==> src/rtl/core/omd_pkg.sv <==
// ----------------------------------------------------------------------------
// omd_pkg
// Types and constants shared by the message deframer's files.
// ----------------------------------------------------------------------------
package omd_pkg;

  localparam int CFG_INDEX_W = 8;
  localparam int CFG_DATA_W  = 32;

  // Register indexes of the configuration port.
  localparam logic [CFG_INDEX_W-1:0] CFG_OBFUSCATION_ON = 8'd0;
  localparam logic [CFG_INDEX_W-1:0] CFG_WIDE_TYPE      = 8'd1;

  localparam logic [31:0] TYPE_SIZE_NARROW = 32'd1;
  localparam logic [31:0] TYPE_SIZE_WIDE   = 32'd4;
  localparam logic [1:0]  GROUP_LAST_POS   = 2'd3;

  typedef enum logic [2:0] {
    PH_KEY,
    PH_LEN,
    PH_TYPE,
    PH_PAY,
    PH_DROP
  } omd_phase_t;

  typedef struct packed {
    logic [7:0]  payload_byte;
    logic        has_byte;
    logic [31:0] msg_type;
    logic [31:0] payload_length;
    logic        last;
    logic        malformed;
  } omd_result_t;

endpackage

==> src/rtl/core/omd_byte_if.sv <==
// ----------------------------------------------------------------------------
// omd_byte_if
// Byte stream channel with valid/ready handshake.
// ----------------------------------------------------------------------------
interface omd_byte_if;
  logic       valid;
  logic       ready;
  logic [7:0] in_byte;

  modport source (output valid, output in_byte, input ready);
  modport sink   (input valid, input in_byte, output ready);
endinterface

==> src/rtl/core/omd_result_if.sv <==
// ----------------------------------------------------------------------------
// omd_result_if
// Result channel of the deframer with valid/ready handshake.
// ----------------------------------------------------------------------------
interface omd_result_if;
  logic        valid;
  logic        ready;
  logic [7:0]  payload_byte;
  logic        has_byte;
  logic [31:0] msg_type;
  logic [31:0] payload_length;
  logic        last;
  logic        malformed;

  modport source (output valid, output payload_byte, output has_byte, output msg_type,
                  output payload_length, output last, output malformed, input ready);
  modport sink   (input valid, input payload_byte, input has_byte, input msg_type,
                  input payload_length, input last, input malformed, output ready);
endinterface

==> src/rtl/core/omd_cfg_if.sv <==
// ----------------------------------------------------------------------------
// omd_cfg_if
// Configuration write channel: register index and write data.
// ----------------------------------------------------------------------------
interface omd_cfg_if;
  import omd_pkg::*;
  logic                   valid;
  logic                   ready;
  logic [CFG_INDEX_W-1:0] reg_index;
  logic [CFG_DATA_W-1:0]  data;

  modport source (output valid, output reg_index, output data, input ready);
  modport sink   (input valid, input reg_index, input data, output ready);
endinterface

==> src/rtl/core/omd_in_reg.sv <==
// ----------------------------------------------------------------------------
// omd_in_reg
// Input register: holds one received byte until the parser consumes it.
// ----------------------------------------------------------------------------
module omd_in_reg (
  input  logic       clk,
  input  logic       rst,
  input  logic       in_valid,
  input  logic [7:0] in_byte,
  output logic       in_ready,
  input  logic       fire,
  output logic       held_valid,
  output logic [7:0] held_byte
);

  assign in_ready = !held_valid || fire;

  always_ff @(posedge clk) begin
    if (rst) begin
      held_valid <= 1'b0;
    end else if (in_ready) begin
      held_valid <= in_valid;
    end
  end

  always_ff @(posedge clk) begin
    if (in_valid && in_ready) begin
      held_byte <= in_byte;
    end
  end

endmodule

==> src/rtl/core/omd_parse_core.sv <==
// ----------------------------------------------------------------------------
// omd_parse_core
// Frame parser state, descrambling and result formation for one byte.
// ----------------------------------------------------------------------------
module omd_parse_core (
  input  logic                            clk,
  input  logic                            rst,
  input  logic                            cfg_we,
  input  logic [omd_pkg::CFG_INDEX_W-1:0] cfg_index,
  input  logic [omd_pkg::CFG_DATA_W-1:0]  cfg_data,
  input  logic                            fire,
  input  logic [7:0]                      in_byte,
  output logic                            res_valid,
  output omd_pkg::omd_result_t            res
);
  import omd_pkg::*;

  logic       obfuscation_on;
  logic       wide_type;
  omd_phase_t phase;
  logic [1:0] byte_in_group;
  logic [31:0] rolling_key;
  logic [31:0] frame_length;
  logic [31:0] bytes_left;
  logic [31:0] type_accumulator;

  omd_phase_t  phase_next;
  logic [1:0]  byte_in_group_next;
  logic [31:0] rolling_key_next;
  logic [31:0] frame_length_next;
  logic [31:0] bytes_left_next;
  logic [31:0] type_accumulator_next;

  logic [4:0]  shift;
  logic [31:0] type_size;
  logic [31:0] key_used;
  logic [7:0]  plain;
  logic [31:0] len_merged;
  logic [31:0] type_merged;
  logic [31:0] plen;
  logic [31:0] left_dec;
  logic        type_done;
  omd_phase_t  start_phase;

  assign shift       = {byte_in_group, 3'b000};
  assign type_size   = wide_type ? TYPE_SIZE_WIDE : TYPE_SIZE_NARROW;
  assign type_done   = wide_type ? (byte_in_group == GROUP_LAST_POS) : (byte_in_group == 2'd0);
  assign start_phase = obfuscation_on ? PH_KEY : PH_LEN;

  // The key turns left by one bit at the first byte of each group.
  assign key_used = (obfuscation_on && byte_in_group == 2'd0) ?
                    {rolling_key[30:0], rolling_key[31]} : rolling_key;
  assign plain    = obfuscation_on ? (in_byte ^ key_used[shift +: 8]) : in_byte;

  assign len_merged  = (frame_length & ~(32'h0000_00ff << shift)) | ({24'd0, plain} << shift);
  assign type_merged = type_accumulator | ({24'd0, plain} << shift);
  assign plen        = frame_length - type_size;
  assign left_dec    = bytes_left - 32'd1;

  always_comb begin
    phase_next            = phase;
    byte_in_group_next    = byte_in_group + 2'd1;
    rolling_key_next      = rolling_key;
    frame_length_next     = frame_length;
    bytes_left_next       = bytes_left;
    type_accumulator_next = type_accumulator;
    res_valid             = 1'b0;
    res                   = '0;

    if (phase != PH_KEY) begin
      rolling_key_next = key_used;
    end

    case (phase)
      PH_KEY: begin
        rolling_key_next = (rolling_key & ~(32'h0000_00ff << shift)) |
                           ({24'd0, in_byte} << shift);
        if (byte_in_group == GROUP_LAST_POS) begin
          phase_next = PH_LEN;
        end
      end
      PH_LEN: begin
        frame_length_next = len_merged;
        if (byte_in_group == GROUP_LAST_POS) begin
          if (len_merged < type_size) begin
            // Too short for the type field: flag it and drop what it claims.
            bytes_left_next = len_merged;
            res_valid       = 1'b1;
            res.last        = 1'b1;
            res.malformed   = 1'b1;
            if (len_merged == 32'd0) begin
              phase_next         = start_phase;
              byte_in_group_next = 2'd0;
            end else begin
              phase_next = PH_DROP;
            end
          end else begin
            type_accumulator_next = '0;
            phase_next            = PH_TYPE;
          end
        end
      end
      PH_TYPE: begin
        type_accumulator_next = type_merged;
        if (type_done) begin
          bytes_left_next = plen;
          if (plen == 32'd0) begin
            res_valid          = 1'b1;
            res.msg_type       = type_merged;
            res.last           = 1'b1;
            phase_next         = start_phase;
            byte_in_group_next = 2'd0;
          end else begin
            phase_next = PH_PAY;
          end
        end
      end
      PH_PAY: begin
        bytes_left_next    = left_dec;
        res_valid          = 1'b1;
        res.payload_byte   = plain;
        res.has_byte       = 1'b1;
        res.msg_type       = type_accumulator;
        res.payload_length = plen;
        res.last           = (left_dec == 32'd0);
        if (left_dec == 32'd0) begin
          phase_next         = start_phase;
          byte_in_group_next = 2'd0;
        end
      end
      PH_DROP: begin
        if (bytes_left != 32'd0) begin
          bytes_left_next = left_dec;
        end
        if (bytes_left <= 32'd1) begin
          phase_next         = start_phase;
          byte_in_group_next = 2'd0;
        end
      end
      default: begin
        phase_next         = start_phase;
        byte_in_group_next = 2'd0;
      end
    endcase
  end

  always_ff @(posedge clk) begin
    if (rst) begin
      obfuscation_on   <= 1'b0;
      wide_type        <= 1'b1;
      phase            <= PH_LEN;
      byte_in_group    <= 2'd0;
      rolling_key      <= '0;
      frame_length     <= '0;
      bytes_left       <= '0;
      type_accumulator <= '0;
    end else if (cfg_we) begin
      // Any write restarts the parser at the head of a frame.
      if (cfg_index == CFG_OBFUSCATION_ON) begin
        obfuscation_on <= cfg_data[0];
        phase          <= cfg_data[0] ? PH_KEY : PH_LEN;
      end else begin
        phase <= start_phase;
      end
      if (cfg_index == CFG_WIDE_TYPE) begin
        wide_type <= cfg_data[0];
      end
      byte_in_group <= 2'd0;
    end else if (fire) begin
      phase            <= phase_next;
      byte_in_group    <= byte_in_group_next;
      rolling_key      <= rolling_key_next;
      frame_length     <= frame_length_next;
      bytes_left       <= bytes_left_next;
      type_accumulator <= type_accumulator_next;
    end
  end

endmodule

==> src/rtl/core/omd_out_reg.sv <==
// ----------------------------------------------------------------------------
// omd_out_reg
// Result register: holds one result until the downstream side takes it.
// ----------------------------------------------------------------------------
module omd_out_reg (
  input  logic                 clk,
  input  logic                 rst,
  input  logic                 load,
  input  omd_pkg::omd_result_t load_res,
  output logic                 space,
  output logic                 out_valid,
  input  logic                 out_ready,
  output omd_pkg::omd_result_t out_res
);
  import omd_pkg::*;

  assign space = !out_valid || out_ready;

  always_ff @(posedge clk) begin
    if (rst) begin
      out_valid <= 1'b0;
    end else if (load) begin
      out_valid <= 1'b1;
    end else if (out_ready) begin
      out_valid <= 1'b0;
    end
  end

  always_ff @(posedge clk) begin
    if (load) begin
      out_res <= load_res;
    end
  end

endmodule

==> src/rtl/core/obfuscated_message_deframer_top.sv <==
// ----------------------------------------------------------------------------
// obfuscated_message_deframer_top
// Parses length-prefixed frames from a byte stream, one byte per cycle. A
// frame is an optional 4-byte key (obfuscation on), a 4-byte little-endian
// length, a 1- or 4-byte type and the payload; with obfuscation on each byte
// after the key is XORed with a rolling key that turns left one bit per group
// of four bytes. Each payload byte yields one result; an empty payload yields
// one result without a byte, and a length shorter than the type field yields
// one malformed result and the claimed bytes are dropped. A byte is accepted
// every cycle and its result, if any, is registered: the byte sits in the
// input register and passes through the parser into the result register.
// Throughput stalls only when the result register is full and not being
// taken. A configuration write restarts the parser at a frame head.
// ----------------------------------------------------------------------------
module obfuscated_message_deframer_top (
  input  logic          clk,
  input  logic          rst,
  omd_byte_if.sink      rx_bytes,
  omd_result_if.source  msgs,
  omd_cfg_if.sink       cfg
);
  import omd_pkg::*;

  logic        held_valid;
  logic [7:0]  held_byte;
  logic        fire;
  logic        space;
  logic        res_valid;
  omd_result_t res;
  omd_result_t out_res;

  assign fire      = held_valid && space;
  assign cfg.ready = 1'b1;

  omd_in_reg u_in_reg (
    .clk        (clk),
    .rst        (rst),
    .in_valid   (rx_bytes.valid),
    .in_byte    (rx_bytes.in_byte),
    .in_ready   (rx_bytes.ready),
    .fire       (fire),
    .held_valid (held_valid),
    .held_byte  (held_byte)
  );

  omd_parse_core u_parse_core (
    .clk       (clk),
    .rst       (rst),
    .cfg_we    (cfg.valid),
    .cfg_index (cfg.reg_index),
    .cfg_data  (cfg.data),
    .fire      (fire),
    .in_byte   (held_byte),
    .res_valid (res_valid),
    .res       (res)
  );

  omd_out_reg u_out_reg (
    .clk       (clk),
    .rst       (rst),
    .load      (fire && res_valid),
    .load_res  (res),
    .space     (space),
    .out_valid (msgs.valid),
    .out_ready (msgs.ready),
    .out_res   (out_res)
  );

  assign msgs.payload_byte   = out_res.payload_byte;
  assign msgs.has_byte       = out_res.has_byte;
  assign msgs.msg_type       = out_res.msg_type;
  assign msgs.payload_length = out_res.payload_length;
  assign msgs.last           = out_res.last;
  assign msgs.malformed      = out_res.malformed;

`ifndef SYNTHESIS
  // A malformed marker closes its frame and carries no byte, type or length.
  assert property (@(posedge clk) disable iff (rst)
    msgs.valid && msgs.malformed |->
      msgs.last && !msgs.has_byte && msgs.msg_type == 32'd0 && msgs.payload_length == 32'd0)
    else $error("malformed result with stray fields");

  // Results without data carry a zero byte.
  assert property (@(posedge clk) disable iff (rst)
    msgs.valid && !msgs.has_byte |-> msgs.payload_byte == 8'd0)
    else $error("empty result with nonzero byte");

  // A data byte belongs to a frame with a nonempty payload.
  assert property (@(posedge clk) disable iff (rst)
    msgs.valid && msgs.has_byte |-> msgs.payload_length != 32'd0 && !msgs.malformed)
    else $error("payload byte in an empty or malformed frame");
`endif

endmodule
==> src/flat_wrapper.sv <==
// flat-port wrapper written by rule: the top's interface ports become plain ports
module obfuscated_message_deframer_top_flat import omd_pkg::*;
  (clk, rst, rx_bytes_valid, rx_bytes_in_byte, rx_bytes_ready, msgs_valid, msgs_payload_byte, msgs_has_byte, msgs_msg_type, msgs_payload_length, msgs_last, msgs_malformed, msgs_ready, cfg_valid, cfg_reg_index, cfg_data, cfg_ready);
  omd_byte_if rx_bytes_i ();
  omd_result_if msgs_i ();
  omd_cfg_if cfg_i ();
  input  logic clk;
  input  logic rst;
  input wire logic [$bits(rx_bytes_i.valid)-1:0] rx_bytes_valid;
  input wire logic [$bits(rx_bytes_i.in_byte)-1:0] rx_bytes_in_byte;
  output wire logic [$bits(rx_bytes_i.ready)-1:0] rx_bytes_ready;
  output wire logic [$bits(msgs_i.valid)-1:0] msgs_valid;
  output wire logic [$bits(msgs_i.payload_byte)-1:0] msgs_payload_byte;
  output wire logic [$bits(msgs_i.has_byte)-1:0] msgs_has_byte;
  output wire logic [$bits(msgs_i.msg_type)-1:0] msgs_msg_type;
  output wire logic [$bits(msgs_i.payload_length)-1:0] msgs_payload_length;
  output wire logic [$bits(msgs_i.last)-1:0] msgs_last;
  output wire logic [$bits(msgs_i.malformed)-1:0] msgs_malformed;
  input wire logic [$bits(msgs_i.ready)-1:0] msgs_ready;
  input wire logic [$bits(cfg_i.valid)-1:0] cfg_valid;
  input wire logic [$bits(cfg_i.reg_index)-1:0] cfg_reg_index;
  input wire logic [$bits(cfg_i.data)-1:0] cfg_data;
  output wire logic [$bits(cfg_i.ready)-1:0] cfg_ready;
  assign rx_bytes_i.valid = rx_bytes_valid;
  assign rx_bytes_i.in_byte = rx_bytes_in_byte;
  assign rx_bytes_ready = rx_bytes_i.ready;
  assign msgs_valid = msgs_i.valid;
  assign msgs_payload_byte = msgs_i.payload_byte;
  assign msgs_has_byte = msgs_i.has_byte;
  assign msgs_msg_type = msgs_i.msg_type;
  assign msgs_payload_length = msgs_i.payload_length;
  assign msgs_last = msgs_i.last;
  assign msgs_malformed = msgs_i.malformed;
  assign msgs_i.ready = msgs_ready;
  assign cfg_i.valid = cfg_valid;
  assign cfg_i.reg_index = cfg_reg_index;
  assign cfg_i.data = cfg_data;
  assign cfg_ready = cfg_i.ready;
  obfuscated_message_deframer_top u_core (.clk(clk), .rst(rst), .rx_bytes(rx_bytes_i), .msgs(msgs_i), .cfg(cfg_i));
endmodule
==> config.mk <==
export PLATFORM = sky130hd
export DESIGN_NAME = obfuscated_message_deframer_top_flat
export DESIGN_NICKNAME = d
export VERILOG_FILES = /design/src/rtl/core/omd_pkg.sv /design/src/rtl/core/omd_byte_if.sv /design/src/rtl/core/omd_result_if.sv /design/src/rtl/core/omd_cfg_if.sv /design/src/rtl/core/omd_in_reg.sv /design/src/rtl/core/omd_parse_core.sv /design/src/rtl/core/omd_out_reg.sv /design/src/rtl/core/obfuscated_message_deframer_top.sv /design/src/flat_wrapper.sv
export SDC_FILE = /design/constraint.sdc
export NUM_CORES = 1
export LEC_CHECK = 0
export BUFFER_PORTS_ARGS = -buffer_cell sky130_fd_sc_hd__buf_2
export CAP_MARGIN = 20
export CORE_MARGIN = 2
export CORE_UTILIZATION = 57
export DETAILED_ROUTE_END_ITERATION = 16
export PLACE_DENSITY = 0.86
export SLEW_MARGIN = 20
export SYNTH_ARGS = -nofsm -noshare
export SYNTH_HDL_FRONTEND = slang
export SYNTH_HIERARCHICAL = 1
export SYNTH_SLANG_ARGS = --single-unit
==> constraint.sdc <==
create_clock -name clk -period 10.7 [get_ports clk]
set_input_delay 2.14 -clock clk [delete_from_list [all_inputs] [get_ports clk]]
set_output_delay 2.14 -clock clk [all_outputs]
set_load 0.03 [all_outputs]
==> flow_summary.html, run 1 <==
<table>
<tr><th>Metric</th><th>Value</th></tr>
<tr><th colspan="2">Timing</th></tr>
<tr><td>Hold Vio Cnt, Final</td><td>0</td></tr>
<tr><td>Fraction of the cycle the final worst path needs</td><td>0.640</td></tr>
<tr><td>Max-Slew Margin vs Limit</td><td>0.342</td></tr>
<tr><td>F_max</td><td>between 0.1 and 0.15 GHz</td></tr>
<tr><td>Final Max Slew Viols</td><td>0</td></tr>
<tr><td>Tightest Pin Transition</td><td>between 0.9 and 1 ns</td></tr>
<tr><td>Time the worst path needs with I/O delays and setup</td><td>approximately 6.8 ns</td></tr>
<tr><td>Worst hold slack after final layout</td><td>around 0.47 ns</td></tr>
<tr><td>Final count of negative-setup-slack endpoints</td><td>0</td></tr>
<tr><td>Setup TNS after final layout</td><td>0 ns</td></tr>
<tr><td>Setup repair after global routing missed its margin</td><td>false</td></tr>
<tr><td>Final setup skew</td><td>approximately 0.019 ns</td></tr>
<tr><th colspan="2">Pwr</th></tr>
<tr><td>Largest vdd supply drop</td><td>between 0.1 and 0.15 mV</td></tr>
<tr><td>Logic pwr share</td><td>0.171</td></tr>
<tr><td>Overall power</td><td>between 2 and 2.5 mW</td></tr>
<tr><td>Switch Pwr</td><td>~620 uW</td></tr>
<tr><td>Leakage power</td><td>between 5 and 6 nW</td></tr>
<tr><td>Total power per unit cell area</td><td>about 150 nW/um^2</td></tr>
<tr><td>Switching power as a share of total power</td><td>0.297</td></tr>
<tr><td>Sequential fraction of design power</td><td>0.426</td></tr>
<tr><td>Cell internal pwr</td><td>1.47 mW</td></tr>
<tr><td>Clock network power share</td><td>0.403</td></tr>
<tr><th colspan="2">Final layout</th></tr>
<tr><td>Final Instance Area</td><td>around 14000 sq um</td></tr>
<tr><td>Layout cell share with drive strength beyond 1</td><td>0.130</td></tr>
<tr><td>Multi-input gate area in the final layout</td><td>7130 sq um</td></tr>
<tr><td>Fill count</td><td>1899</td></tr>
<tr><td>Layout Area Growth over Synthesis</td><td>9.65%</td></tr>
<tr><td>Layout Nets</td><td>1623</td></tr>
<tr><td>Diode count</td><td>0</td></tr>
<tr><td>Register cell area after layout</td><td>5240 sq um</td></tr>
<tr><th colspan="2">Run</th></tr>
<tr><td>Max Cap Violations</td><td>0</td></tr>
<tr><th colspan="2">Worst hold path</th></tr>
<tr><td>Worst hold path class</td><td>reg2reg</td></tr>
<tr><th colspan="2">Logic synthesis</th></tr>
<tr><td>Cell count after synthesis</td><td>between 1500 and 2000</td></tr>
<tr><td>Proportion of register bits with asynchronous set or reset after synthesis</td><td>0</td></tr>
<tr><td>Number of nets in the synthesized netlist</td><td>about 1600</td></tr>
<tr><td>Area share of the largest cell type after synthesis</td><td>0.210</td></tr>
<tr><td>Number of distinct library cells after synthesis</td><td>90</td></tr>
<tr><td>Share of synthesized area occupied by flip-flops and latches</td><td>0.401</td></tr>
<tr><td>Dominant register cell in the synthesized netlist</td><td>sky130_fd_sc_hd__dfxtp_1</td></tr>
<tr><td>Top cell types by occurrence after synthesis</td><td>241 x sky130_fd_sc_hd__nor2_1, 137 x sky130_fd_sc_hd__dfxtp_1, 132 x sky130_fd_sc_hd__a21oi_1</td></tr>
<tr><td>Cell taking the most area after synthesis</td><td>sky130_fd_sc_hd__dfxtp_1</td></tr>
<tr><td>Biggest area contributors in the synthesized netlist</td><td>sky130_fd_sc_hd__dfxtp_1 21%, sky130_fd_sc_hd__edfxtp_1 19%, sky130_fd_sc_hd__nor2_1 6.9%, sky130_fd_sc_hd__a21oi_1 5.1%, sky130_fd_sc_hd__mux2i_1 3.5%</td></tr>
<tr><td>Yosys warning total</td><td>6</td></tr>
<tr><td>Number of synthesized flops with an enable pin</td><td>83</td></tr>
<tr><td>Synthesized area divided by synthesized cell count</td><td>around 8.5 sq um</td></tr>
<tr><td>Most repeated cell in the gate-level netlist after synthesis</td><td>sky130_fd_sc_hd__nor2_1</td></tr>
<tr><td>Flop and latch count out of synthesis</td><td>220</td></tr>
<tr><td>Area of the mapped netlist</td><td>around 13000 sq um</td></tr>
<tr><th colspan="2">Die</th></tr>
<tr><td>I/O Pins</td><td>~130</td></tr>
<tr><td>Die area</td><td>24100 sq um</td></tr>
<tr><td>Initial core utilization</td><td>0.578</td></tr>
<tr><td>Area of the placeable core</td><td>about 23000 sq um</td></tr>
<tr><td>Width of the chip</td><td>roughly 160 um</td></tr>
<tr><td>Number of core rows</td><td>55</td></tr>
<tr><td>Die height</td><td>155 um</td></tr>
<tr><th colspan="2">Worst setup path</th></tr>
<tr><td>Data required time at the worst endpoint</td><td>10.84 ns</td></tr>
<tr><td>Delay of the slowest critical-path stage</td><td>slightly below 0.7 ns</td></tr>
<tr><td>Maximum fanout count along the critical path</td><td>75</td></tr>
<tr><td>Slowest-stage cell, CP</td><td>sky130_fd_sc_hd__buf_4</td></tr>
<tr><td>Setup CP Type</td><td>reg2reg</td></tr>
<tr><td>Flop-to-flop setup slack</td><td>slightly below 4 ns</td></tr>
<tr><td>Critical path data arrival time</td><td>6.99 ns</td></tr>
<tr><td>Family with the most delay on the worst path</td><td>buffers and inverters</td></tr>
<tr><td>Buffers and inverters on the worst path</td><td>5</td></tr>
<tr><td>Nature of the critical path endpoint</td><td>flop</td></tr>
<tr><td>Critical Path Start Type</td><td>flop</td></tr>
<tr><td>Most numerous cell on the critical path</td><td>sky130_fd_sc_hd__buf_4</td></tr>
<tr><td>Cell breakdown of the critical path</td><td>buf_4 -&gt; inv_1 -&gt; ha_1 -&gt; buf_4 -&gt; nand2_1 -&gt; buf_4 -&gt; mux2i_1 -&gt; nand2_1 -&gt; a21oi_1 -&gt; xor2_1 -&gt; a22oi_1 -&gt; or4b_1 -&gt; nor2_1 -&gt; nand2_1 -&gt; o21ai_0 -&gt; and3_4 -&gt; buf_4</td></tr>
<tr><th colspan="2">Clock tree</th></tr>
<tr><td>Number of H-tree branching levels</td><td>1</td></tr>
<tr><td>Hold bufs inserted after CTS</td><td>0</td></tr>
<tr><td>Maximum clock path buffer count</td><td>3</td></tr>
<tr><td>CTS resizes</td><td>0</td></tr>
<tr><td>Clock-pin slew on the worst setup and hold paths</td><td>roughly 0.06 ns</td></tr>
<tr><td>CTS Buf Count</td><td>24</td></tr>
<tr><td>CTS tree</td><td>done</td></tr>
<tr><td>Clk Latency, worst-skew pair</td><td>~0.54 ns</td></tr>
<tr><td>Post-CTS Setup Repair Bufs</td><td>0</td></tr>
<tr><td>Library cell used as clock root buffer</td><td>sky130_fd_sc_hd__clkbuf_16</td></tr>
<tr><td>TritonCTS sink count</td><td>220</td></tr>
<tr><th colspan="2">Routing</th></tr>
<tr><td>Residual antenna-violating net count after detailed routing</td><td>0</td></tr>
<tr><td>Pre-Repair DR Iteration Count</td><td>6</td></tr>
<tr><td>DRT iter0 DRCs</td><td>about 1900</td></tr>
<tr><td>Routed wire length</td><td>between 40000 and 50000 um</td></tr>
<tr><td>DR DRC count</td><td>0</td></tr>
<tr><td>Vias per inst</td><td>approximately 6.9</td></tr>
<tr><td>Via Count</td><td>12800</td></tr>
<tr><td>Routed len/inst</td><td>between 20 and 25 um</td></tr>
<tr><th colspan="2">Placement</th></tr>
<tr><td>Quantity of I/O buffers inserted on ports</td><td>just under 100</td></tr>
<tr><td>Global placement routability congestion</td><td>between 0.9 and 1</td></tr>
<tr><td>Post-place instance area</td><td>13500 sq um</td></tr>
<tr><td>HPWL Detailed</td><td>between 20000 and 30000 um</td></tr>
<tr><th colspan="2">Global route</th></tr>
<tr><td>First-pass GRT wire length</td><td>~64000 um</td></tr>
<tr><td>Remaining Overflow, GRT</td><td>0</td></tr>
<tr><td>Number of antenna violations at the first check in global routing</td><td>0</td></tr>
<tr><td>Pin count of the biggest net entering global routing</td><td>between 80 and 90</td></tr>
<tr><td>GRT Resource Usage Total</td><td>0.335</td></tr>
<tr><td>Via count of the first global-routing pass</td><td>11500</td></tr>
<tr><th colspan="2">Outcome</th></tr>
<tr><td>Outcome</td><td>complete, no violations</td></tr>
</table>
## power groups by stage
stage | clock (mW) | combinational [mW] | sequential (mW)
after CTS | 0.852 | 0.340 | 0.891
after detailed placement | 0 | 0.338 | 0.910
after global placement | 0 | 0.337 | 0.909
after global routing | 0.883 | 0.372 | 0.893
final | 0.845 | 0.359 | 0.893
after floorplan | 0 | 0.255 | 0.898
## through the flow
step / instances / setup slack [ns] / util
after detailed placement: 1818 / 4.06 / 0.598
after global placement: 1818 / 4.22 / 0.598
after CTS: 1862 / 4.05 / 0.633
after global routing: 1863 / 3.65 / 0.634
final: 1863 / 3.86 / 0.634
after floorplan: 1545 / 4.76 / -
## state kept, by name, indices dropped and copies added (netlist names), 2 cells and up
name and count:
u_core/u_parse_core/byte_in_group 2, u_core/u_in_reg/held_byte 8, u_core/u_parse_core/phase 3, u_core/u_parse_core/type_accumulator 32, u_core/u_parse_core/rolling_key 32, u_core/u_parse_core/frame_length 32
u_core/u_parse_core/bytes_left 32, u_core/u_out_reg/out_res 75
## tightest hold or removal path, stage by stage (launching register included)
cell and delay (ns):
sky130_fd_sc_hd__dfxtp_1 0.33, sky130_fd_sc_hd__a21oi_1 0.04, sky130_fd_sc_hd__nor2_1 0.07
## path summary, 6_finish.rpt
check | endpoint | startpoint | cells after the start
hold / removal | u_core/u_parse_core/type_accumulator[0]$_SDFFE_PP0P_ | u_core/u_parse_core/type_accumulator[0]$_SDFFE_PP0P_ | 2
setup / recovery | u_core/u_out_reg/out_res[73]$_DFFE_PP_ | u_core/u_parse_core/byte_in_group[0]$_SDFFE_PP0P_ | 17
hold reg to reg | u_core/u_parse_core/type_accumulator[0]$_SDFFE_PP0P_ | u_core/u_parse_core/type_accumulator[0]$_SDFFE_PP0P_ | 2
setup reg to reg | u_core/u_out_reg/out_res[73]$_DFFE_PP_ | u_core/u_parse_core/byte_in_group[0]$_SDFFE_PP0P_ | 17
## logic make-up after synthesis
logic type / synth area share
buffers and inverters: 0.0558
DFF: 0.401
xor gates and xnor gates: 0.0469
muxes: 0.0439
other: 0.000287
adders and majority gates: 0.00958
and+or+nand+nor: 0.218
AOI/OAI and AO/OA: 0.224
## cell type report
class                   count  share of cell area
clock buffers              30              0.0442
clock inverters            14              0.0114
inverters                  27             0.00708
multi-input cells        1164               0.498
flip-flops and latches    220               0.366
well taps                 285              0.0249
repair buffers            123              0.0484
## layout by cell type, fill, tap and decap left out, types with 15 or more instances in the layout
cell type,n
sky130_fd_sc_hd__a21oi_1,131
sky130_fd_sc_hd__buf_2,97
sky130_fd_sc_hd__o22ai_1,23
sky130_fd_sc_hd__buf_4,25
sky130_fd_sc_hd__a22oi_1,46
sky130_fd_sc_hd__nand2_1,75
sky130_fd_sc_hd__o21ai_0,72
sky130_fd_sc_hd__clkbuf_16,24
sky130_fd_sc_hd__dfxtp_1,137
sky130_fd_sc_hd__a31oi_1,19
sky130_fd_sc_hd__nor2_1,238
sky130_fd_sc_hd__nand3_1,46
sky130_fd_sc_hd__a211oi_1,47
sky130_fd_sc_hd__xor2_1,23
sky130_fd_sc_hd__xnor2_1,44
sky130_fd_sc_hd__nor3_1,54
sky130_fd_sc_hd__inv_1,25
sky130_fd_sc_hd__edfxtp_1,83
sky130_fd_sc_hd__a22o_1,15
sky130_fd_sc_hd__mux2i_1,46
sky130_fd_sc_hd__nor4_1,32
## per-layer routing
| metal | global-route usage | routed length, um |
|---|---|---|
| met5 | 0 | 0 |
| met1 | 0.446 | 16600 |
| met2 | 0.512 | 18300 |
| met4 | 0.197 | 2770 |
| met3 | 0.0579 | 4170 |
No activity file was read; power rests on OpenSTA's default activity.
==> inputs of run 2 (changes only) <==
Clock period 10.7 ns to 6.7 ns, I/O delays scaled along.
==> run 2 against run 1 <==
Compared with the run above: clock skew decreased by 0.0036 ns; clock power increased by 61%; wire length decreased by 0.18%.
==> flow_summary.html, run 2 (same netlist as run 1, synthesis figures left out) <==
<table>
<tr><th>Metric</th><th>Value</th></tr>
<tr><th colspan="2">Outcome</th></tr>
<tr><td>Outcome</td><td>complete, no violations</td></tr>
<tr><th colspan="2">Pwr</th></tr>
<tr><td>Cell internal pwr</td><td>2.36 mW (+60%)</td></tr>
<tr><td>Largest vdd supply drop</td><td>0.220 mV (+90%)</td></tr>
<tr><td>Total power per unit cell area</td><td>234 nW/um^2 (+60%)</td></tr>
<tr><td>Leakage power</td><td>5.39 nW (+0.16%)</td></tr>
<tr><td>Logic pwr share</td><td>0.171 (about the same)</td></tr>
<tr><td>Switching power as a share of total power</td><td>0.298 (+0.000698)</td></tr>
<tr><td>Sequential fraction of design power</td><td>0.425 (about the same)</td></tr>
<tr><td>Overall power</td><td>3.36 mW (+60%)</td></tr>
<tr><td>Clock network power share</td><td>0.404 (about the same)</td></tr>
<tr><td>Switch Pwr</td><td>999 uW (+60%)</td></tr>
<tr><th colspan="2">Routing</th></tr>
<tr><td>Routed wire length</td><td>41800 um (-0.18%)</td></tr>
<tr><td>Routed len/inst</td><td>22.4 um (-0.34%)</td></tr>
<tr><td>Pre-Repair DR Iteration Count</td><td>6 (unchanged)</td></tr>
<tr><td>Residual antenna-violating net count after detailed routing</td><td>0 (unchanged)</td></tr>
<tr><td>Via Count</td><td>12700 (-0.28%)</td></tr>
<tr><td>DRT iter0 DRCs</td><td>1822 (-5.2%)</td></tr>
<tr><td>Vias per inst</td><td>6.82 (-0.44%)</td></tr>
<tr><td>DR DRC count</td><td>0 (unchanged)</td></tr>
<tr><th colspan="2">Timing</th></tr>
<tr><td>Setup TNS after final layout</td><td>0 ns (unchanged)</td></tr>
<tr><td>Hold Vio Cnt, Final</td><td>0 (unchanged)</td></tr>
<tr><td>F_max</td><td>0.172 GHz (+17%)</td></tr>
<tr><td>Setup repair after global routing missed its margin</td><td>false</td></tr>
<tr><td>Final setup skew</td><td>0.0155 ns (-0.00362 ns)</td></tr>
<tr><td>Final count of negative-setup-slack endpoints</td><td>0 (unchanged)</td></tr>
<tr><td>Fraction of the cycle the final worst path needs</td><td>0.870 (+0.230)</td></tr>
<tr><td>Tightest Pin Transition</td><td>1.06 ns (+0.0746 ns)</td></tr>
<tr><td>Final Max Slew Viols</td><td>0 (unchanged)</td></tr>
<tr><td>Time the worst path needs with I/O delays and setup</td><td>5.83 ns (-1.02 ns)</td></tr>
<tr><td>Worst hold slack after final layout</td><td>0.474 ns (+0.00253 ns)</td></tr>
<tr><td>Max-Slew Margin vs Limit</td><td>0.285 (-0.0563)</td></tr>
<tr><th colspan="2">Die</th></tr>
<tr><td>Initial core utilization</td><td>0.578 (unchanged)</td></tr>
<tr><td>Number of core rows</td><td>55 (unchanged)</td></tr>
<tr><td>Die height</td><td>155 um (unchanged)</td></tr>
<tr><td>Die area</td><td>24100 sq um (unchanged)</td></tr>
<tr><td>I/O Pins</td><td>131 (unchanged)</td></tr>
<tr><td>Area of the placeable core</td><td>22600 sq um (unchanged)</td></tr>
<tr><td>Width of the chip</td><td>155 um (unchanged)</td></tr>
<tr><th colspan="2">Final layout</th></tr>
<tr><td>Final Instance Area</td><td>14400 sq um (+0.24%)</td></tr>
<tr><td>Most common cell after layout, fill and taps aside</td><td>sky130_fd_sc_hd__nor2_1</td></tr>
<tr><td>Layout cell share with drive strength beyond 1</td><td>0.133 (+0.00300)</td></tr>
<tr><td>Utilization after layout</td><td>0.636 (+0.00155)</td></tr>
<tr><td>Layout Area Growth over Synthesis</td><td>9.92%</td></tr>
<tr><td>Fill count</td><td>1942 (+2.3%)</td></tr>
<tr><td>Register with the most flip-flops</td><td>u_core/u_out_reg/out_res</td></tr>
<tr><td>Commonest non-fill, non-tap cells in the layout</td><td>237 x sky130_fd_sc_hd__nor2_1, 137 x sky130_fd_sc_hd__dfxtp_1, 131 x sky130_fd_sc_hd__a21oi_1</td></tr>
<tr><td>Largest register FFs</td><td>75 (unchanged)</td></tr>
<tr><td>Layout Nets</td><td>1625 (+0.12%)</td></tr>
<tr><th colspan="2">Clock tree</th></tr>
<tr><td>Hold bufs inserted after CTS</td><td>0 (unchanged)</td></tr>
<tr><td>TritonCTS sink count</td><td>220 (unchanged)</td></tr>
<tr><td>CTS tree</td><td>done</td></tr>
<tr><td>CTS Buf Count</td><td>24 (unchanged)</td></tr>
<tr><td>Number of H-tree branching levels</td><td>1 (unchanged)</td></tr>
<tr><td>Clock-pin slew on the worst setup and hold paths</td><td>0.07 ns (about the same)</td></tr>
<tr><td>Maximum clock path buffer count</td><td>3 (unchanged)</td></tr>
<tr><td>Clk Latency, worst-skew pair</td><td>0.54 ns (about the same)</td></tr>
<tr><td>Post-CTS Setup Repair Bufs</td><td>0 (unchanged)</td></tr>
<tr><td>CTS resizes</td><td>0 (unchanged)</td></tr>
<tr><td>Library cell used as clock root buffer</td><td>sky130_fd_sc_hd__clkbuf_16</td></tr>
<tr><th colspan="2">Worst setup path</th></tr>
<tr><td>Critical path data arrival time</td><td>6.01 ns (-0.98 ns)</td></tr>
<tr><td>Number of cell instances on the worst register-to-register path</td><td>15 (-2)</td></tr>
<tr><td>R2R Path Start</td><td>u_core/u_parse_core/byte_in_group[0]$_SDFFE_PP0P_</td></tr>
<tr><td>Cell breakdown of the critical path</td><td>inv_1 -&gt; ha_1 -&gt; buf_4 -&gt; mux2_2 -&gt; mux2i_1 -&gt; a221oi_1 -&gt; nand2_1 -&gt; nand4bb_1 -&gt; a2111oi_2 -&gt; nand3_1 -&gt; nor2_1 -&gt; nand2_1 -&gt; o21ai_0 -&gt; and3_4 -&gt; buf_12</td></tr>
<tr><td>Delay of the slowest critical-path stage</td><td>0.64 ns (-0.05 ns)</td></tr>
<tr><td>Setup CP Type</td><td>reg2reg</td></tr>
<tr><td>Flop-to-flop setup slack</td><td>0.87 ns (-2.98 ns)</td></tr>
<tr><td>Nature of the critical path endpoint</td><td>flop</td></tr>
<tr><td>Data required time at the worst endpoint</td><td>6.89 ns (-3.95 ns)</td></tr>
<tr><td>Slowest-stage cell, CP</td><td>sky130_fd_sc_hd__a221oi_1</td></tr>
<tr><td>Endpoint of the worst register-to-register path</td><td>u_core/u_out_reg/out_res[17]$_DFFE_PP_</td></tr>
<tr><td>Maximum fanout count along the critical path</td><td>72 (-4.0%)</td></tr>
<tr><td>Most numerous cell on the critical path</td><td>sky130_fd_sc_hd__nand2_1</td></tr>
<tr><td>Critical Path Start Type</td><td>flop</td></tr>
<tr><th colspan="2">Global route</th></tr>
<tr><td>Pin count of the biggest net entering global routing</td><td>73 (-12%)</td></tr>
<tr><td>Number of antenna violations at the first check in global routing</td><td>0 (unchanged)</td></tr>
<tr><td>Remaining Overflow, GRT</td><td>0 (unchanged)</td></tr>
<tr><td>First-pass GRT wire length</td><td>64400 um (+0.71%)</td></tr>
<tr><td>GRT Resource Usage Total</td><td>0.336 (+0.00102)</td></tr>
<tr><td>Via count of the first global-routing pass</td><td>11700 (+1.5%)</td></tr>
<tr><th colspan="2">Placement</th></tr>
<tr><td>HPWL Detailed</td><td>29000 um (+2.7%)</td></tr>
<tr><td>Quantity of I/O buffers inserted on ports</td><td>98 (unchanged)</td></tr>
<tr><td>Post-place instance area</td><td>13500 sq um (+0.20%)</td></tr>
<tr><td>Global placement routability congestion</td><td>0.978 (-1.7%)</td></tr>
<tr><th colspan="2">Worst hold path</th></tr>
<tr><td>Startpoint of the worst hold path</td><td>u_core/u_parse_core/type_accumulator[28]$_SDFFE_PP0P_</td></tr>
<tr><td>Hold Crit Depth</td><td>2 (unchanged)</td></tr>
<tr><td>Capture endpoint of the worst hold path</td><td>u_core/u_parse_core/type_accumulator[28]$_SDFFE_PP0P_</td></tr>
<tr><td>Worst hold path class</td><td>reg2reg</td></tr>
<tr><th colspan="2">Run</th></tr>
<tr><td>Max Cap Violations</td><td>0 (unchanged)</td></tr>
</table>
[run 2: cell types whose count changed in the layout (fill, tap and decap cells not counted)]
cell | previous run | this run
sky130_fd_sc_hd__buf_12 | 1 | 2
sky130_fd_sc_hd__nor2_1 | 238 | 237
sky130_fd_sc_hd__xnor2_1 | 44 | 45
sky130_fd_sc_hd__clkinv_1 | 5 | 3
sky130_fd_sc_hd__xnor2_2 | 2 | 1
sky130_fd_sc_hd__buf_4 | 25 | 26
sky130_fd_sc_hd__diode_2 | 0 | 1
sky130_fd_sc_hd__clkinvlp_4 | 0 | 1
sky130_fd_sc_hd__clkinv_2 | 4 | 5
sky130_fd_sc_hd__clkbuf_1 | 5 | 4
sky130_fd_sc_hd__clkinv_4 | 1 | 3
sky130_fd_sc_hd__inv_6 | 2 | 1
sky130_fd_sc_hd__nor2_2 | 2 | 3
[run 2: power groups by stage]
stage	sequential [mW]	clock, mW	combinational (mW)
after floorplan	1.43	0	0.408
after global placement	1.45	0	0.541
after detailed placement	1.45	0	0.542
after CTS	1.42	1.37	0.545
after global routing	1.43	1.42	0.601
final	1.43	1.36	0.574
[run 2: metal layers]
metal / global-route usage / part of all wire / up-vias
met1: 0.440 / 0.39 / 5965
li1: - / - / 5745
met2: 0.525 / 0.44 / 855
met3: 0.0666 / 0.11 / 166
met5: 0 / 0 / -
met4: 0.180 / 0.058 / 0
[run 2: worst max-delay path by stage]
stage | startpoint | end
finish | u_core/u_parse_core/byte_in_group[0]$_SDFFE_PP0P_ | u_core/u_out_reg/out_res[17]$_DFFE_PP_
global route | u_core/u_parse_core/byte_in_group[0]$_SDFFE_PP0P_ | u_core/u_out_reg/out_res[23]$_DFFE_PP_
CTS | u_core/u_parse_core/byte_in_group[0]$_SDFFE_PP0P_ | u_core/u_out_reg/out_res[18]$_DFFE_PP_
detailed placement | u_core/u_parse_core/byte_in_group[0]$_SDFFE_PP0P_ | u_core/u_out_reg/out_res[8]$_DFFE_PP_
global placement | u_core/u_parse_core/byte_in_group[0]$_SDFFE_PP0P_ | u_core/u_out_reg/out_res[10]$_DFFE_PP_
floorplan | u_core/u_parse_core/byte_in_group[0]$_SDFFE_PP0P_ | u_core/u_out_reg/out_res[0]$_DFFE_PP_
[run 2: through the flow]
| step | setup slack, ns | cells |
|---|---|---|
| after detailed placement | 1.21 | 1820 |
| after CTS | 1.16 | 1864 |
| after floorplan | 0.759 | 1545 |
| after global placement | 1.28 | 1820 |
| final | 0.872 | 1866 |
| after global routing | 0.767 | 1865 |
[run 2: critical path: cells and delay by family, from the launching register on]
family / cells / cell delay, ns
simple gates: 6 / 1.52
compound gates: 3 / 1.43
buf+inv: 3 / 1.20
mux: 2 / 0.59
fa+ha+maj: 1 / 0.33
flops: 1 / 0.31
[run 2: cell type report]
type | instances | area (sq um) | area share
antenna | 1 | 2.50 | 0.000174
clock buffer | 29 | 629 | 0.0438
clock inverter | 15 | 178 | 0.0124
inverter | 27 | 101 | 0.00706
multi-input combinational | 1164 | 7130 | 0.497
sequential | 220 | 5240 | 0.365
tap | 285 | 357 | 0.0248
timing repair buffer | 125 | 721 | 0.0502
==> inputs of run 3 (changes only) <==
Settings changed: SLEW_MARGIN 20 to default.
Clock period 6.7 ns to 5.8 ns, I/O delays scaled along.
==> run 3 against run 2 <==
Compared with the run above: design area rose by 0.88%; die area stayed put; final cell count up 0.48%; non-clock buffer count is 10 higher; worst hold slack improved by 0.0043 ns; worst setup slack worse by 0.10 ns; sequential cell count unchanged; clock skew is 0.012 ns higher; utilization up 0.56 points; critical path depth rose by 4; critical path type unchanged; largest cell class unchanged.
==> flow_summary.html, run 3 (same netlist as run 1, synthesis figures left out) <==
<table>
<tr><th>Metric</th><th>Value</th></tr>
<tr><th colspan="2">Outcome</th></tr>
<tr><td>Outcome</td><td>complete, no violations</td></tr>
<tr><th colspan="2">Worst setup path</th></tr>
<tr><td>Nature of the critical path endpoint</td><td>flop</td></tr>
<tr><td>Maximum fanout count along the critical path</td><td>58 (-19%)</td></tr>
<tr><td>R2R Path Start</td><td>u_core/u_parse_core/byte_in_group[0]$_SDFFE_PP0P_</td></tr>
<tr><td>Critical Path Start Type</td><td>flop</td></tr>
<tr><td>Number of cell instances on the worst register-to-register path</td><td>19 (+4)</td></tr>
<tr><td>Critical path data arrival time</td><td>5.24 ns (-0.77 ns)</td></tr>
<tr><td>Data required time at the worst endpoint</td><td>6.01 ns (-0.88 ns)</td></tr>
<tr><td>Flop-to-flop setup slack</td><td>0.77 ns (-0.10 ns)</td></tr>
<tr><td>Endpoint of the worst register-to-register path</td><td>u_core/u_out_reg/out_res[7]$_DFFE_PP_</td></tr>
<tr><td>Setup CP Type</td><td>reg2reg</td></tr>
<tr><th colspan="2">Placement</th></tr>
<tr><td>Global placement routability congestion</td><td>1.04 (+6.8%)</td></tr>
<tr><td>Setup WS pre-CTS</td><td>0.972 ns (-0.233 ns)</td></tr>
<tr><td>HPWL Detailed</td><td>28600 um (-1.4%)</td></tr>
<tr><td>Quantity of I/O buffers inserted on ports</td><td>98 (unchanged)</td></tr>
<tr><th colspan="2">Clock tree</th></tr>
<tr><td>Post-CTS Setup Repair Bufs</td><td>0 (unchanged)</td></tr>
<tr><td>Maximum clock path buffer count</td><td>3 (unchanged)</td></tr>
<tr><td>Clock-pin slew on the worst setup and hold paths</td><td>0.06 ns (about the same)</td></tr>
<tr><td>TritonCTS sink count</td><td>220 (unchanged)</td></tr>
<tr><td>Library cell used as clock root buffer</td><td>sky130_fd_sc_hd__clkbuf_16</td></tr>
<tr><td>CTS resizes</td><td>0 (unchanged)</td></tr>
<tr><td>Number of H-tree branching levels</td><td>1 (unchanged)</td></tr>
<tr><td>Clk Latency, worst-skew pair</td><td>0.54 ns (about the same)</td></tr>
<tr><td>CTS Buf Count</td><td>24 (unchanged)</td></tr>
<tr><td>Hold bufs inserted after CTS</td><td>0 (unchanged)</td></tr>
<tr><td>CTS tree</td><td>done</td></tr>
<tr><th colspan="2">Timing</th></tr>
<tr><td>F_max</td><td>0.199 GHz (+16%)</td></tr>
<tr><td>Time the worst path needs with I/O delays and setup</td><td>5.03 ns (-0.799 ns)</td></tr>
<tr><td>Tightest Pin Transition</td><td>0.995 ns (-0.0672 ns)</td></tr>
<tr><td>Worst Slack Setup Final</td><td>0.771 ns (-0.101 ns)</td></tr>
<tr><td>Setup repair after global routing missed its margin</td><td>false</td></tr>
<tr><td>Fraction of the cycle the final worst path needs</td><td>0.867 (-0.00273)</td></tr>
<tr><td>Final Max Slew Viols</td><td>0 (unchanged)</td></tr>
<tr><td>Final setup skew</td><td>0.0275 ns (+0.0120 ns)</td></tr>
<tr><td>Final count of negative-setup-slack endpoints</td><td>0 (unchanged)</td></tr>
<tr><td>Setup TNS after final layout</td><td>0 ns (unchanged)</td></tr>
<tr><td>Max-Slew Margin vs Limit</td><td>0.331 (+0.0452)</td></tr>
<tr><td>Hold Vio Cnt, Final</td><td>0 (unchanged)</td></tr>
<tr><th colspan="2">Die</th></tr>
<tr><td>Width of the chip</td><td>155 um (unchanged)</td></tr>
<tr><td>Die area</td><td>24100 sq um (unchanged)</td></tr>
<tr><td>Number of core rows</td><td>55 (unchanged)</td></tr>
<tr><td>Area of the placeable core</td><td>22600 sq um (unchanged)</td></tr>
<tr><td>I/O Pins</td><td>131 (unchanged)</td></tr>
<tr><td>Die height</td><td>155 um (unchanged)</td></tr>
<tr><td>Initial core utilization</td><td>0.578 (unchanged)</td></tr>
<tr><th colspan="2">Routing</th></tr>
<tr><td>Residual antenna-violating net count after detailed routing</td><td>0 (unchanged)</td></tr>
<tr><td>Pre-Repair DR Iteration Count</td><td>7 (+1)</td></tr>
<tr><td>Vias per inst</td><td>6.91 (+1.2%)</td></tr>
<tr><td>Routed len/inst</td><td>22.3 um (-0.61%)</td></tr>
<tr><td>DR DRC count</td><td>0 (unchanged)</td></tr>
<tr><td>Routed wire length</td><td>41700 um (-0.13%)</td></tr>
<tr><td>Via Count</td><td>13000 (+1.7%)</td></tr>
<tr><td>DRT iter0 DRCs</td><td>1844 (+1.2%)</td></tr>
<tr><th colspan="2">Global route</th></tr>
<tr><td>GRT Resource Usage Total</td><td>0.335 (about the same)</td></tr>
<tr><td>Pin count of the biggest net entering global routing</td><td>76 (+4.1%)</td></tr>
<tr><td>Number of antenna violations at the first check in global routing</td><td>0 (unchanged)</td></tr>
<tr><td>Highest-utilization routing layer at the global route stage</td><td>met2</td></tr>
<tr><td>Remaining Overflow, GRT</td><td>0 (unchanged)</td></tr>
<tr><td>Met1 layer usage reported by global route</td><td>0.466 (+0.0254)</td></tr>
<tr><td>Via count of the first global-routing pass</td><td>11600 (-0.40%)</td></tr>
<tr><td>Global routing met2 resource utilization</td><td>0.509 (-0.0156)</td></tr>
<tr><td>First-pass GRT wire length</td><td>64800 um (+0.58%)</td></tr>
<tr><td>Global-route track usage on met3</td><td>0.0501 (-0.0164)</td></tr>
<tr><th colspan="2">Final layout</th></tr>
<tr><td>Layout cell share with drive strength beyond 1</td><td>0.137 (+0.00420)</td></tr>
<tr><td>Layout Nets</td><td>1635 (+0.62%)</td></tr>
<tr><td>Largest register FFs</td><td>75 (unchanged)</td></tr>
<tr><td>Commonest non-fill, non-tap cells in the layout</td><td>239 x sky130_fd_sc_hd__nor2_1, 137 x sky130_fd_sc_hd__dfxtp_1, 132 x sky130_fd_sc_hd__a21oi_1</td></tr>
<tr><td>Layout Area Growth over Synthesis</td><td>10.9%</td></tr>
<tr><td>Most common cell after layout, fill and taps aside</td><td>sky130_fd_sc_hd__nor2_1</td></tr>
<tr><td>Diode count</td><td>0 (-1)</td></tr>
<tr><td>Register with the most flip-flops</td><td>u_core/u_out_reg/out_res</td></tr>
<tr><th colspan="2">Worst hold path</th></tr>
<tr><td>Capture endpoint of the worst hold path</td><td>u_core/u_parse_core/type_accumulator[10]$_SDFFE_PP0P_</td></tr>
<tr><td>Hold Crit Depth</td><td>2 (unchanged)</td></tr>
<tr><td>Worst hold path class</td><td>reg2reg</td></tr>
<tr><td>Startpoint of the worst hold path</td><td>u_core/u_parse_core/type_accumulator[10]$_SDFFE_PP0P_</td></tr>
<tr><th colspan="2">Run</th></tr>
<tr><td>Max Cap Violations</td><td>0 (unchanged)</td></tr>
<tr><th colspan="2">Pwr</th></tr>
<tr><td>Total power per unit cell area</td><td>276 nW/um^2 (+18%)</td></tr>
<tr><td>Largest vdd supply drop</td><td>0.254 mV (+15%)</td></tr>
<tr><td>Leakage power</td><td>5.46 nW (+1.3%)</td></tr>
<tr><td>Overall power</td><td>4.00 mW (+19%)</td></tr>
</table>
[run 3: worst max path at each step]
stage | depth (start not counted) | slack, ns | from | to
5_1_grt | 16 | 0.56 | u_core/u_parse_core/obfuscation_on$_SDFFE_PP0P_ | u_core/u_out_reg/out_res[28]$_DFFE_PP_
6_report | 19 | 0.77 | u_core/u_parse_core/byte_in_group[0]$_SDFFE_PP0P_ | u_core/u_out_reg/out_res[7]$_DFFE_PP_
3_5_place_dp | 15 | 0.97 | u_core/u_parse_core/byte_in_group[0]$_SDFFE_PP0P_ | u_core/u_out_reg/out_res[13]$_DFFE_PP_
4_1_cts | 15 | 0.95 | u_core/u_parse_core/byte_in_group[1]$_SDFFE_PP0P_ | u_core/u_out_reg/out_res[21]$_DFFE_PP_
2_1_floorplan | 19 | 0.70 | u_core/u_parse_core/byte_in_group[0]$_SDFFE_PP0P_ | u_core/u_out_reg/out_res[0]$_DFFE_PP_
3_3_place_gp | 15 | 1.10 | u_core/u_parse_core/byte_in_group[0]$_SDFFE_PP0P_ | u_core/u_out_reg/out_res[8]$_DFFE_PP_
[run 3: layout make-up]
type / count / area [sq um]
Clock buffer: 29 / 649
Clock inverter: 15 / 223
Fill cell: 1897 / 8090
Inverter: 27 / 101
Multi-Input combinational cell: 1164 / 7120
Sequential cell: 220 / 5240
Tap cell: 285 / 357
Timing Repair Buffer: 135 / 793
[run 3: power by group]
group | total, mW | switching [mW] | internal, mW | leakage [nW]
combinational | 0.665 | 0.460 | 0.205 | 3.19
clock | 1.69 | 0.665 | 1.03 | 0.425
sequential | 1.65 | 0.0365 | 1.61 | 1.84
[run 3: per-layer routing]
layer | part of all wire | vias to the layer above
li1 | - | 5751
met3 | 0.12 | 181
met4 | 0.062 | 0
met1 | 0.39 | 6045
met5 | 0 | -
met2 | 0.43 | 974
[run 3: metrics by stage]
step / std cells / area (sq um) / util / hold WS [ns]
floorplan: 1545 / 13100 / - / 0.437
global placement: 1828 / 13600 / 0.601 / 0.448
detailed placement: 1828 / 13600 / 0.601 / 0.455
CTS: 1872 / 14400 / 0.640 / 0.476
global route: 1875 / 14500 / 0.641 / 0.489
finish: 1875 / 14500 / 0.641 / 0.478
[run 3: critical path, cell delays in order, from the launching register on]
cell and delay, ns:
sky130_fd_sc_hd__dfxtp_1 0.33, sky130_fd_sc_hd__inv_1 0.06, sky130_fd_sc_hd__ha_1 0.25, sky130_fd_sc_hd__buf_4 0.22
sky130_fd_sc_hd__mux2i_1 0.13, sky130_fd_sc_hd__a21oi_1 0.15, sky130_fd_sc_hd__o21a_1 0.22, sky130_fd_sc_hd__mux2i_1 0.20
sky130_fd_sc_hd__o21ai_0 0.22, sky130_fd_sc_hd__ha_1 0.25, sky130_fd_sc_hd__nor3_1 0.19, sky130_fd_sc_hd__and4b_1 0.21
sky130_fd_sc_hd__nand4bb_1 0.13, sky130_fd_sc_hd__a2111oi_2 0.32, sky130_fd_sc_hd__nand3_1 0.22, sky130_fd_sc_hd__nor2_1 0.22
sky130_fd_sc_hd__nand2_1 0.10, sky130_fd_sc_hd__o21ai_0 0.43, sky130_fd_sc_hd__and3_4 0.47, sky130_fd_sc_hd__buf_12 0.32
